<file path="src/design/bpr_pkg.sv">
package bpr_pkg;

    localparam int BYTE_W      = 8;
    localparam int LEN_W       = 5;
    localparam int MAX_BYTES   = 16;
    localparam int BYTE_IDX_W  = $clog2(MAX_BYTES);
    localparam int CFG_IDX_W   = 3;
    localparam int CFG_DATA_W  = 64;
    localparam int QUEUE_DEPTH = 4;

    // Configuration register indexes.
    localparam logic [CFG_IDX_W-1:0] REG_PATTERN_LENGTH = 3'd0;
    localparam logic [CFG_IDX_W-1:0] REG_PATCH_LENGTH   = 3'd1;
    localparam logic [CFG_IDX_W-1:0] REG_PATTERN_LOW    = 3'd2;
    localparam logic [CFG_IDX_W-1:0] REG_PATTERN_HIGH   = 3'd3;
    localparam logic [CFG_IDX_W-1:0] REG_PATCH_LOW      = 3'd4;
    localparam logic [CFG_IDX_W-1:0] REG_PATCH_HIGH     = 3'd5;

    typedef enum logic {
        CMD_PASS = 1'b0,
        CMD_REPL = 1'b1
    } t_cmd_kind;

    // One queued command: a byte that passes through, or a whole replacement run.
    typedef struct packed {
        t_cmd_kind           kind;
        logic [BYTE_W-1:0]   data;
        logic                last;
    } t_cmd;

    // Effective settings seen by the front and back ends.
    typedef struct packed {
        logic [LEN_W-1:0]              len;
        logic [LEN_W-1:0]              patch_len;
        logic [MAX_BYTES*BYTE_W-1:0]   pattern;
        logic [MAX_BYTES*BYTE_W-1:0]   patch;
    } t_match_cfg;

endpackage

</file>
<file path="src/design/bpr_front.sv">
module bpr_front #(
    parameter int WIN_DEPTH = 17
) (
    input  logic                       i_clk,
    input  logic                       i_rst_n,
    input  logic                       i_valid,
    output logic                       o_ready,
    input  logic [bpr_pkg::BYTE_W-1:0] i_data,
    input  logic                       i_last,
    input  bpr_pkg::t_match_cfg        i_cfg,
    output logic                       o_cmd_valid,
    output bpr_pkg::t_cmd              o_cmd,
    input  logic                       i_cmd_ready
);
    import bpr_pkg::*;

    localparam int CAP    = WIN_DEPTH - 1;
    localparam int FILL_W = $clog2(WIN_DEPTH + 1);
    localparam int CMP_W  = LEN_W + 1;

    logic [BYTE_W-1:0] r_win [WIN_DEPTH];
    logic [BYTE_W-1:0] n_win [WIN_DEPTH];
    logic [BYTE_W-1:0] w_app [WIN_DEPTH];
    logic [FILL_W-1:0] r_fill, n_fill;
    logic              r_busy, n_busy;
    logic              r_flush, n_flush;
    logic [CMP_W-1:0]  w_len, w_fill1;
    logic              w_match, w_accept, w_shift;

    always_comb begin
        w_len   = CMP_W'(i_cfg.len);
        w_fill1 = CMP_W'(r_fill) + CMP_W'(1);

        // Window as it stands with the incoming byte appended.
        for (int i = 0; i < WIN_DEPTH; i++) begin
            w_app[i] = (FILL_W'(i) == r_fill) ? i_data : r_win[i];
        end

        w_match = 1'b1;
        for (int i = 0; i < CAP; i++) begin
            if ((CMP_W'(i) < w_len) &&
                (w_app[i] != i_cfg.pattern[BYTE_W*i +: BYTE_W])) begin
                w_match = 1'b0;
            end
        end

        o_ready  = !r_busy && i_cmd_ready;
        w_accept = i_valid && o_ready;

        o_cmd_valid = 1'b0;
        o_cmd.kind  = CMD_PASS;
        o_cmd.data  = r_win[0];
        o_cmd.last  = 1'b0;
        w_shift     = 1'b0;
        n_fill      = r_fill;
        n_busy      = r_busy;
        n_flush     = r_flush;
        n_win       = r_win;

        if (r_busy) begin
            // Drain: second pop after a length change, or the flush after a final byte.
            if (i_cmd_ready) begin
                o_cmd_valid = 1'b1;
                o_cmd.last  = r_flush && (r_fill == FILL_W'(1));
                w_shift     = 1'b1;
                n_fill      = r_fill - FILL_W'(1);
                n_busy      = r_flush && (r_fill != FILL_W'(1));
            end
        end else if (w_accept) begin
            n_win   = w_app;
            n_flush = i_last;
            if ((w_fill1 == w_len) && w_match) begin
                o_cmd_valid = 1'b1;
                o_cmd.kind  = CMD_REPL;
                o_cmd.last  = i_last;
                n_fill      = '0;
            end else if ((w_fill1 >= w_len) || i_last) begin
                o_cmd_valid = 1'b1;
                o_cmd.data  = w_app[0];
                o_cmd.last  = i_last && (w_fill1 == CMP_W'(1));
                w_shift     = 1'b1;
                n_fill      = FILL_W'(w_fill1 - CMP_W'(1));
                n_busy      = (w_fill1 > w_len) || (i_last && (w_fill1 > CMP_W'(1)));
            end else begin
                n_fill = FILL_W'(w_fill1);
            end
        end

        if (w_shift) begin
            for (int i = 0; i < WIN_DEPTH - 1; i++) begin
                n_win[i] = n_win[i+1];
            end
        end
    end

    always_ff @(posedge i_clk) begin
        if (!i_rst_n) begin
            r_fill  <= '0;
            r_busy  <= 1'b0;
            r_flush <= 1'b0;
        end else begin
            r_fill  <= n_fill;
            r_busy  <= n_busy;
            r_flush <= n_flush;
        end
    end

    always_ff @(posedge i_clk) begin
        r_win <= n_win;
    end

`ifndef SYNTHESIS
    a_busy_has_bytes: assert property (@(posedge i_clk) disable iff (!i_rst_n)
        r_busy |-> (r_fill != '0))
        else $error("front drain running on an empty window");

    a_flush_empties: assert property (@(posedge i_clk) disable iff (!i_rst_n)
        ($fell(r_busy) && $past(r_flush)) |-> (r_fill == '0))
        else $error("window not empty after flush");
`endif

endmodule

</file>
<file path="src/design/bpr_queue.sv">
module bpr_queue (
    input  logic          i_clk,
    input  logic          i_rst_n,
    input  logic          i_push_valid,
    output logic          o_push_ready,
    input  bpr_pkg::t_cmd i_push_data,
    output logic          o_pop_valid,
    output bpr_pkg::t_cmd o_pop_data,
    input  logic          i_pop
);
    import bpr_pkg::*;

    localparam int PTR_W = $clog2(QUEUE_DEPTH);
    localparam int CNT_W = $clog2(QUEUE_DEPTH + 1);

    t_cmd             r_mem [QUEUE_DEPTH];
    logic [PTR_W-1:0] r_wr_ptr, r_rd_ptr;
    logic [CNT_W-1:0] r_count;
    logic             w_push, w_pop;

    always_comb begin
        o_push_ready = (r_count != CNT_W'(QUEUE_DEPTH));
        o_pop_valid  = (r_count != '0);
        o_pop_data   = r_mem[r_rd_ptr];
        w_push       = i_push_valid && o_push_ready;
        w_pop        = i_pop && o_pop_valid;
    end

    always_ff @(posedge i_clk) begin
        if (!i_rst_n) begin
            r_wr_ptr <= '0;
            r_rd_ptr <= '0;
            r_count  <= '0;
        end else begin
            if (w_push) begin
                r_wr_ptr <= (r_wr_ptr == PTR_W'(QUEUE_DEPTH - 1)) ? '0 : r_wr_ptr + PTR_W'(1);
            end
            if (w_pop) begin
                r_rd_ptr <= (r_rd_ptr == PTR_W'(QUEUE_DEPTH - 1)) ? '0 : r_rd_ptr + PTR_W'(1);
            end
            if (w_push && !w_pop) begin
                r_count <= r_count + CNT_W'(1);
            end else if (w_pop && !w_push) begin
                r_count <= r_count - CNT_W'(1);
            end
        end
    end

    always_ff @(posedge i_clk) begin
        if (w_push) begin
            r_mem[r_wr_ptr] <= i_push_data;
        end
    end

`ifndef SYNTHESIS
    a_count_bound: assert property (@(posedge i_clk) disable iff (!i_rst_n)
        r_count <= CNT_W'(QUEUE_DEPTH))
        else $error("command queue count out of range");
`endif

endmodule

</file>
<file path="src/design/bpr_back.sv">
module bpr_back (
    input  logic                       i_clk,
    input  logic                       i_rst_n,
    input  logic                       i_cmd_valid,
    input  bpr_pkg::t_cmd              i_cmd,
    output logic                       o_cmd_pop,
    input  bpr_pkg::t_match_cfg        i_cfg,
    output logic                       o_valid,
    input  logic                       i_ready,
    output logic [bpr_pkg::BYTE_W-1:0] o_data,
    output logic                       o_user,
    output logic                       o_last
);
    import bpr_pkg::*;

    logic [BYTE_IDX_W-1:0] r_cnt, n_cnt;
    logic                  r_valid, n_valid;
    logic [BYTE_W-1:0]     r_data, n_data;
    logic                  r_user, n_user;
    logic                  r_last, n_last;
    logic                  w_load, w_run_end;
    logic [BYTE_W-1:0]     w_patch_byte;

    always_comb begin
        w_load       = !r_valid || i_ready;
        w_run_end    = (LEN_W'(r_cnt) + LEN_W'(1)) == i_cfg.len;
        w_patch_byte = (LEN_W'(r_cnt) < i_cfg.patch_len) ?
                       i_cfg.patch[BYTE_W*r_cnt +: BYTE_W] : '0;

        o_cmd_pop = 1'b0;
        n_cnt     = r_cnt;
        n_valid   = r_valid;
        n_data    = r_data;
        n_user    = r_user;
        n_last    = r_last;

        if (w_load) begin
            n_valid = i_cmd_valid;
            if (i_cmd_valid) begin
                case (i_cmd.kind)
                    CMD_PASS: begin
                        n_data    = i_cmd.data;
                        n_user    = 1'b0;
                        n_last    = i_cmd.last;
                        o_cmd_pop = 1'b1;
                    end
                    CMD_REPL: begin
                        // Patch bytes, then zeros, up to the pattern length.
                        n_data    = w_patch_byte;
                        n_user    = 1'b1;
                        n_last    = i_cmd.last && w_run_end;
                        o_cmd_pop = w_run_end;
                        n_cnt     = w_run_end ? '0 : r_cnt + BYTE_IDX_W'(1);
                    end
                    default: begin
                        n_valid = 1'b0;
                    end
                endcase
            end
        end

        o_valid = r_valid;
        o_data  = r_data;
        o_user  = r_user;
        o_last  = r_last;
    end

    always_ff @(posedge i_clk) begin
        if (!i_rst_n) begin
            r_cnt   <= '0;
            r_valid <= 1'b0;
        end else begin
            r_cnt   <= n_cnt;
            r_valid <= n_valid;
        end
    end

    always_ff @(posedge i_clk) begin
        r_data <= n_data;
        r_user <= n_user;
        r_last <= n_last;
    end

`ifndef SYNTHESIS
    a_run_holds_head: assert property (@(posedge i_clk) disable iff (!i_rst_n)
        (r_cnt != '0) |-> (i_cmd_valid && (i_cmd.kind == CMD_REPL)))
        else $error("replacement run lost its queue entry");
`endif

endmodule

</file>
<file path="src/design/byte_pattern_replace_top.sv">
// Byte-stream search and replace. Bytes enter on the slave stream, one per transfer, into a
// window that holds the last pattern_length bytes. When the window equals the configured
// pattern, pattern_length bytes leave on the master stream in its place: the patch bytes,
// then zeros, all flagged in tuser; the window is then cleared, so matches are taken
// leftmost first and never overlap. Otherwise the oldest window byte leaves unchanged. A
// byte with tlast set flushes the window after its match test, and the last output byte
// of that step carries tlast. In steady state the block takes one byte per cycle and gives
// one per cycle; the output side moves one byte per cycle, so a match holds it for
// pattern_length bytes and a final byte for each byte left in the window, during which the
// four-entry command queue between the front end and the output stage fills and the slave
// side is held off. A pattern_length lowered below the window fill adds a drained byte
// after each input byte, holding off the slave side, until the window has shrunk. Output
// is registered behind the queue. Write the configuration only while the block is idle.
module byte_pattern_replace_top #(
    parameter int MAX_PATTERN = 16
) (
    input  logic                           i_clk,
    input  logic                           i_rst_n,

    input  logic                           i_s_axis_tvalid,
    output logic                           o_s_axis_tready,
    input  logic [bpr_pkg::BYTE_W-1:0]     i_s_axis_tdata,   // data_byte
    input  logic                           i_s_axis_tlast,   // final_byte

    output logic                           o_m_axis_tvalid,
    input  logic                           i_m_axis_tready,
    output logic [bpr_pkg::BYTE_W-1:0]     o_m_axis_tdata,   // out_byte
    output logic                           o_m_axis_tuser,   // replaced
    output logic                           o_m_axis_tlast,   // out_final

    input  logic                           i_cfg_valid,
    output logic                           o_cfg_ready,
    input  logic [bpr_pkg::CFG_IDX_W-1:0]  i_cfg_index,
    input  logic [bpr_pkg::CFG_DATA_W-1:0] i_cfg_data
);
    import bpr_pkg::*;

    // Longest pattern in use; the window needs one spare entry for the byte that
    // arrives after the length has been lowered.
    localparam int CAP       = (MAX_PATTERN < MAX_BYTES) ? MAX_PATTERN : MAX_BYTES;
    localparam int WIN_DEPTH = CAP + 1;

    logic [LEN_W-1:0]      r_pattern_length;
    logic [LEN_W-1:0]      r_patch_length;
    logic [CFG_DATA_W-1:0] r_pattern_low, r_pattern_high;
    logic [CFG_DATA_W-1:0] r_patch_low, r_patch_high;
    t_match_cfg            w_cfg;
    logic [LEN_W-1:0]      w_len;

    logic                  w_cmd_valid, w_cmd_ready;
    t_cmd                  w_cmd;
    logic                  w_q_valid, w_q_pop;
    t_cmd                  w_q_cmd;

    // The register file never stalls a write.
    assign o_cfg_ready = 1'b1;

    always_ff @(posedge i_clk) begin
        if (!i_rst_n) begin
            r_pattern_length <= LEN_W'(1);
            r_patch_length   <= '0;
            r_pattern_low    <= '0;
            r_pattern_high   <= '0;
            r_patch_low      <= '0;
            r_patch_high     <= '0;
        end else if (i_cfg_valid && o_cfg_ready) begin
            case (i_cfg_index)
                REG_PATTERN_LENGTH: r_pattern_length <= i_cfg_data[LEN_W-1:0];
                REG_PATCH_LENGTH:   r_patch_length   <= i_cfg_data[LEN_W-1:0];
                REG_PATTERN_LOW:    r_pattern_low    <= i_cfg_data;
                REG_PATTERN_HIGH:   r_pattern_high   <= i_cfg_data;
                REG_PATCH_LOW:      r_patch_low      <= i_cfg_data;
                REG_PATCH_HIGH:     r_patch_high     <= i_cfg_data;
                default: begin
                end
            endcase
        end
    end

    // A pattern length of zero counts as one, and anything beyond the window is clipped.
    // The patch never runs longer than the pattern.
    always_comb begin
        if (r_pattern_length == '0) begin
            w_len = LEN_W'(1);
        end else if (r_pattern_length > LEN_W'(CAP)) begin
            w_len = LEN_W'(CAP);
        end else begin
            w_len = r_pattern_length;
        end
        w_cfg.len       = w_len;
        w_cfg.patch_len = (r_patch_length > w_len) ? w_len : r_patch_length;
        w_cfg.pattern   = {r_pattern_high, r_pattern_low};
        w_cfg.patch     = {r_patch_high, r_patch_low};
    end

    // Front end: window, match test, and the drain after a final byte.
    bpr_front #(
        .WIN_DEPTH (WIN_DEPTH)
    ) u_front (
        .i_clk       (i_clk),
        .i_rst_n     (i_rst_n),
        .i_valid     (i_s_axis_tvalid),
        .o_ready     (o_s_axis_tready),
        .i_data      (i_s_axis_tdata),
        .i_last      (i_s_axis_tlast),
        .i_cfg       (w_cfg),
        .o_cmd_valid (w_cmd_valid),
        .o_cmd       (w_cmd),
        .i_cmd_ready (w_cmd_ready)
    );

    // Command queue lets the front keep taking bytes while a replacement run streams out.
    bpr_queue u_queue (
        .i_clk        (i_clk),
        .i_rst_n      (i_rst_n),
        .i_push_valid (w_cmd_valid),
        .o_push_ready (w_cmd_ready),
        .i_push_data  (w_cmd),
        .o_pop_valid  (w_q_valid),
        .o_pop_data   (w_q_cmd),
        .i_pop        (w_q_pop)
    );

    // Back end: expands commands into output bytes behind a registered output stage.
    bpr_back u_back (
        .i_clk       (i_clk),
        .i_rst_n     (i_rst_n),
        .i_cmd_valid (w_q_valid),
        .i_cmd       (w_q_cmd),
        .o_cmd_pop   (w_q_pop),
        .i_cfg       (w_cfg),
        .o_valid     (o_m_axis_tvalid),
        .i_ready     (i_m_axis_tready),
        .o_data      (o_m_axis_tdata),
        .o_user      (o_m_axis_tuser),
        .o_last      (o_m_axis_tlast)
    );

endmodule
</file>
<file path="config.mk">
export PLATFORM = sky130hd
export DESIGN_NAME = byte_pattern_replace_top
export DESIGN_NICKNAME = d
export VERILOG_FILES = /design/src/design/bpr_pkg.sv /design/src/design/bpr_front.sv /design/src/design/bpr_queue.sv /design/src/design/bpr_back.sv /design/src/design/byte_pattern_replace_top.sv
export SDC_FILE = /design/constraint.sdc
export NUM_CORES = 1
export LEC_CHECK = 0
export BUFFER_PORTS_ARGS = -buffer_cell sky130_fd_sc_hd__buf_2
export CAP_MARGIN = 40
export CORE_MARGIN = 2
export CORE_UTILIZATION = 63
export CTS_CLUSTER_SIZE = 40
export DETAILED_ROUTE_END_ITERATION = 12
export PLACE_DENSITY = 0.9
export SETUP_SLACK_MARGIN = 0.1
export SYNTH_ARGS = -nofsm -noshare
export SYNTH_HDL_FRONTEND = slang
export SYNTH_HIERARCHICAL = 1
export SYNTH_SLANG_ARGS = --single-unit
</file>
<file path="constraint.sdc">
create_clock -name i_clk -period 5.55 [get_ports i_clk]
set_clock_uncertainty 0.1 [all_clocks]
set_input_delay 0.8325 -clock i_clk [delete_from_list [all_inputs] [get_ports i_clk]]
set_output_delay 0.8325 -clock i_clk [all_outputs]
set_load 0.01 [all_outputs]
</file>
==> results.txt <==
----------------------------------------------------
[Clock tree]
  Number of clock buffers inserted by TritonCTS ... slightly below 50
  CTS Root Buffer Type ... clkbuf_16
  CTS Buffer Depth ... 3
  Clock insertion delay at the later pin of the skew report ... approximately 600 ps
  Clock transition at the registers of the reported paths ... approximately 70 ps
  Clock tree from TritonCTS ... done
  Total of hold buffers inserted after clock tree synthesis ... 0
  TritonCTS Sinks ... 473
  Total number of H-tree levels ... 2

[Power and ir drop]
  Power density over cell area ... between 400 and 500 mW/mm²
  Worst VDD drop ... about 0.27 mV
  Leak ... about 9.5 nW

[Yosys]
  Most area-hungry cell type in the Yosys netlist ... dfxtp_1
  Synthesized netlist cell count ... about 2.7k
  Post-synth design cell area ... between 0.02 and 0.025 mm²
  Top area cells in the synthesized netlist ... dfxtp_1 34%, nand2_1 9.2%, a21boi_1 7.3%
  Number of nets produced by synthesis ... approximately 2.8k
  Async set-or-reset flop fraction in the synthesized netlist ... 0%
  Flops & latches, synth ... between 400 and 500
  Top-area cell type share of the netlist area ... between 30% and 40%
  Leading post-synthesis cells by instance count ... 598 x nand2_1, 415 x dfxtp_1, 240 x a21boi_1
  Number of enable flip-flop cells after synthesis ... 58
  Number of warnings issued by yosys ... 6
  Most used flip-flop cell after synthesis ... dfxtp_1
  Distinct cell type count of the synthesized netlist ... just over 100
  Sequential share of the synthesized area ... between 40 and 50%
  Synthesized area per cell ... between 9 and 10 µm²
  Cell with the most instances after synthesis ... nand2_1

[Routing]
  Vias per Instance ... about 6.7
  Mean routed wirelength per cell ... 24.54 µm
  Number of DRC violations after detailed routing ... 0
  Wire length reported by the detailed router ... 79.28 mm
  Pre-Repair DR Iteration Count ... 8
  Initial DRC Count ... between 3k and 4k
  Via count ... about 22k
  Antenna viol nets, final ... 0

[Place]
  GPL Wtd Cong ... ~1
  Count of port buffers added during placement ... between 90 and 100
  Final HPWL DP ... 54.73 mm
  Cell Area, Placed ... around 0.025 mm²

[Setup path]
  Endpoint kind of the worst setup timing path ... flop
  Critical path class ... reg -> reg
  Critical Path Stages ... 13
  Data arrival at the endpoint of the critical path ... 5690 ps
  Worst setup path startpoint ... u_front/r_fill[0]
  Peak per-stage delay on the critical path ... approximately 600 ps
  Data required time at the worst endpoint ... approximately 6000 ps
  Startpoint type of the worst setup path ... flop
  Worst reg2reg setup slack ... roughly 290 ps
  Chain of cells forming the critical path ... inv_1 > ha_1 > nor4b_4 > mux2i_1 > xor2_1 > o2111ai_1 > o21ai_0 > or3b_1 > nor3_1 > a22o_4 > buf_12 > mux2i_1 > o221a_1
  Cell family with most CP delay ... compound AO/OA/AOI/OAI gates
  Most repeated library cell on the critical path ... mux2i_1
  Cell type of the slowest stage on the worst timing path ... nor4b_4
  End of the worst register-to-register path ... u_front/r_win[33]
  R2R depth ... 13
  Critical register-to-register path startpoint ... u_front/r_fill[0]
  Critical Path End ... u_front/r_win[33]
  CP Max Fanout ... 29
  Worst path bufs/invs ... 2

[Floorplanning]
  Total core area ... ~0.039 mm²
  Number of cell rows ... 72
  Die height ... 201.3 µm
  Number of I/O pins ... 94
  Die width ... around 200 µm
  Initial cell density of the core ... 63.58%
  Die Area ... around 0.041 mm²

[STA]
  Min cycle time layout ... between 5000 and 6000 ps
  Tightest Pin Transition ... 902.2 ps
  Number of setup violations in the final report ... 0
  Max-slew violations ... 0
  Final hold slack ... roughly 350 ps
  Setup TNS ... 0 ps
  Worst slew margin relative to its limit ... approximately 40%
  Period utilization ... between 90% and 100%
  Max Fclk ... 190.0 MHz
  Setup repair after global routing missed its margin ... no
  Final Hold Violating Endpoints ... 0

[Final layout]
  Post-layout util ... 69.14%
  Final Net Count ... between 2k and 3k
  Final antenna diode count ... 0
  Area growth from synthesis to layout ... 8.749%
  Total non-filler cell area in the finished layout ... around 0.027 mm²
  Share of post-route cells with drive strength above 1 ... about an eighth
  Number of filler instances in the final layout ... approximately 2.8k

[Global route]
  Global routing usage on met1 ... about half
  Via count of the first global-routing pass ... approximately 21k
  Leftover overflow at the end of global routing ... 0
  Global Route met3 Usage ... just over 8%
  Most heavily used metal layer in global routing ... met2
  Global-route wire length before repair ... 120.4 mm
  M2 GR Usage ... ~60%
  Maximum number of pins on one net before global-route repair ... between 200 and 250
  Overall global routing resource usage ... between 30% and 40%
  Number of antenna violations at the first check in global routing ... 1

[Worst hold path]
  Class of the worst hold path ... reg -> reg
  Startpoint of the lowest-slack hold path ... r_patch_high[33]

[Outcome]
  Result of the run ... completed

[Flow run]
  MaxCap Viol Count ... 0

----------------------------------------------------
==> flip-flops by register name (all words and copies together) (netlist names), named ones only <==
register and flops:
u_back/o_data 8, r_pattern_high 64, u_front/r_flush 1, r_patch_high 64, r_patch_length 5, u_back/o_valid 1
u_queue/r_wr_ptr 2, r_patch_low 64, u_front/r_fill 5, r_pattern_length 5, r_pattern_low 64, u_queue/r_mem 40
u_back/o_last 1, u_queue/r_rd_ptr 2, u_queue/r_count 3, u_front/r_busy 1, u_back/r_cnt 4, u_front/r_win 136
u_back/o_user 1
==> worst min path at each step <==
stage                             endpoint  slack [ps]  cells after the start
after floorplan           r_patch_high[15]         330                      2
after global placement    r_patch_high[62]         340                      2
after detailed placement  r_patch_high[42]         350                      2
after CTS                 r_patch_high[42]         350                      2
after global routing       r_patch_low[56]         370                      2
final                     r_patch_high[33]         350                      2
==> layout make-up <==
type	count	area (µm²)	area share, %
clock buffer	66	1404	5.266
clock inverter	20	161.4	0.6055
inverter	90	337.8	1.267
multi-input combinational	1918	13130	49.24
sequential	473	10050	37.70
tap	518	648.1	2.431
timing repair buffer	146	929.6	3.487
==> kinds of logic (layout without fill, tap and decap cells) <==
family / Yosys count / in the layout / share of synthesized area [%]
AND/OR/NAND/NOR: 980 / 981 / 18.58
AO/OA/AOI/OAI: 623 / 623 / 20.07
flip-flops: 473 / 473 / 41.00
buffers and inverters: 275 / 322 / 5.609
XOR/XNOR: 148 / 148 / 5.288
multiplexers: 137 / 137 / 7.983
adder cells (fa/ha/maj): 28 / 28 / 1.460
other: 1 / 1 / 0.01530
==> what timing repair did <==
action | 4_1_cts | 5_1_grt
setup buffers | 0 | 3
setup endpoints to repair | 0 | 71
gates resized for setup | 0 | 1
==> cell usage in the layout, fill, tap and decap left out, drive strengths merged, types with 11 or more instances in the layout <==
cell / Yosys / routed
buf: 103 / 146
mux4: 42 / 42
dfxtp: 415 / 415
nand3: 34 / 34
a211oi: 21 / 21
mux2: 20 / 20
and3: 19 / 19
mux2i: 75 / 75
a222oi: 12 / 12
o22ai: 20 / 20
o221ai: 11 / 11
nor2b: 27 / 27
nor2: 60 / 60
o21ai: 56 / 56
ha: 27 / 27
nor4: 27 / 27
nor3: 40 / 40
or3: 90 / 90
a21boi: 261 / 261
clkinv: 5 / 16
a21oi: 50 / 50
nand2b: 28 / 28
nand4: 18 / 18
o221a: 88 / 88
edfxtp: 58 / 58
inv: 85 / 88
o211ai: 11 / 11
xor2: 85 / 85
a22o: 17 / 17
xnor2: 63 / 63
and2: 12 / 12
clkbuf: 82 / 66
nand2: 600 / 600
==> metal layers <==
layer / vias up / wire [µm]
met5: - / 13
met1: 10410 / 29180
met2: 1509 / 34940
met4: 2 / 5496
li1: 9502 / -
met3: 389 / 9649
==> worst min-delay path: stages (launching register included) <==
cell      delay (ps)
dfxtp_1          310
nand2_1           50
a21boi_1          50
==> stage by stage <==
stage / setup WS [ps] / std cells / total power [mW]
2_1_floorplan: 1306 / 2665 / 8.046
3_3_place_gp: 592.1 / 3138 / 8.996
3_5_place_dp: 373.5 / 3141 / 9.231
4_1_cts: 237.5 / 3227 / 12.47
5_1_grt: 147.9 / 3231 / 13.19
6_report: 286.7 / 3231 / 12.72
==> power by group <==
part / internal [mW] / switching, mW
clock network: 1.83 / 1.42
logic: 1.96 / 2.55
registers: 4.28 / 0.694
total: 8.06 / 4.66
Note: power is estimated with default switching activity, not from simulation.
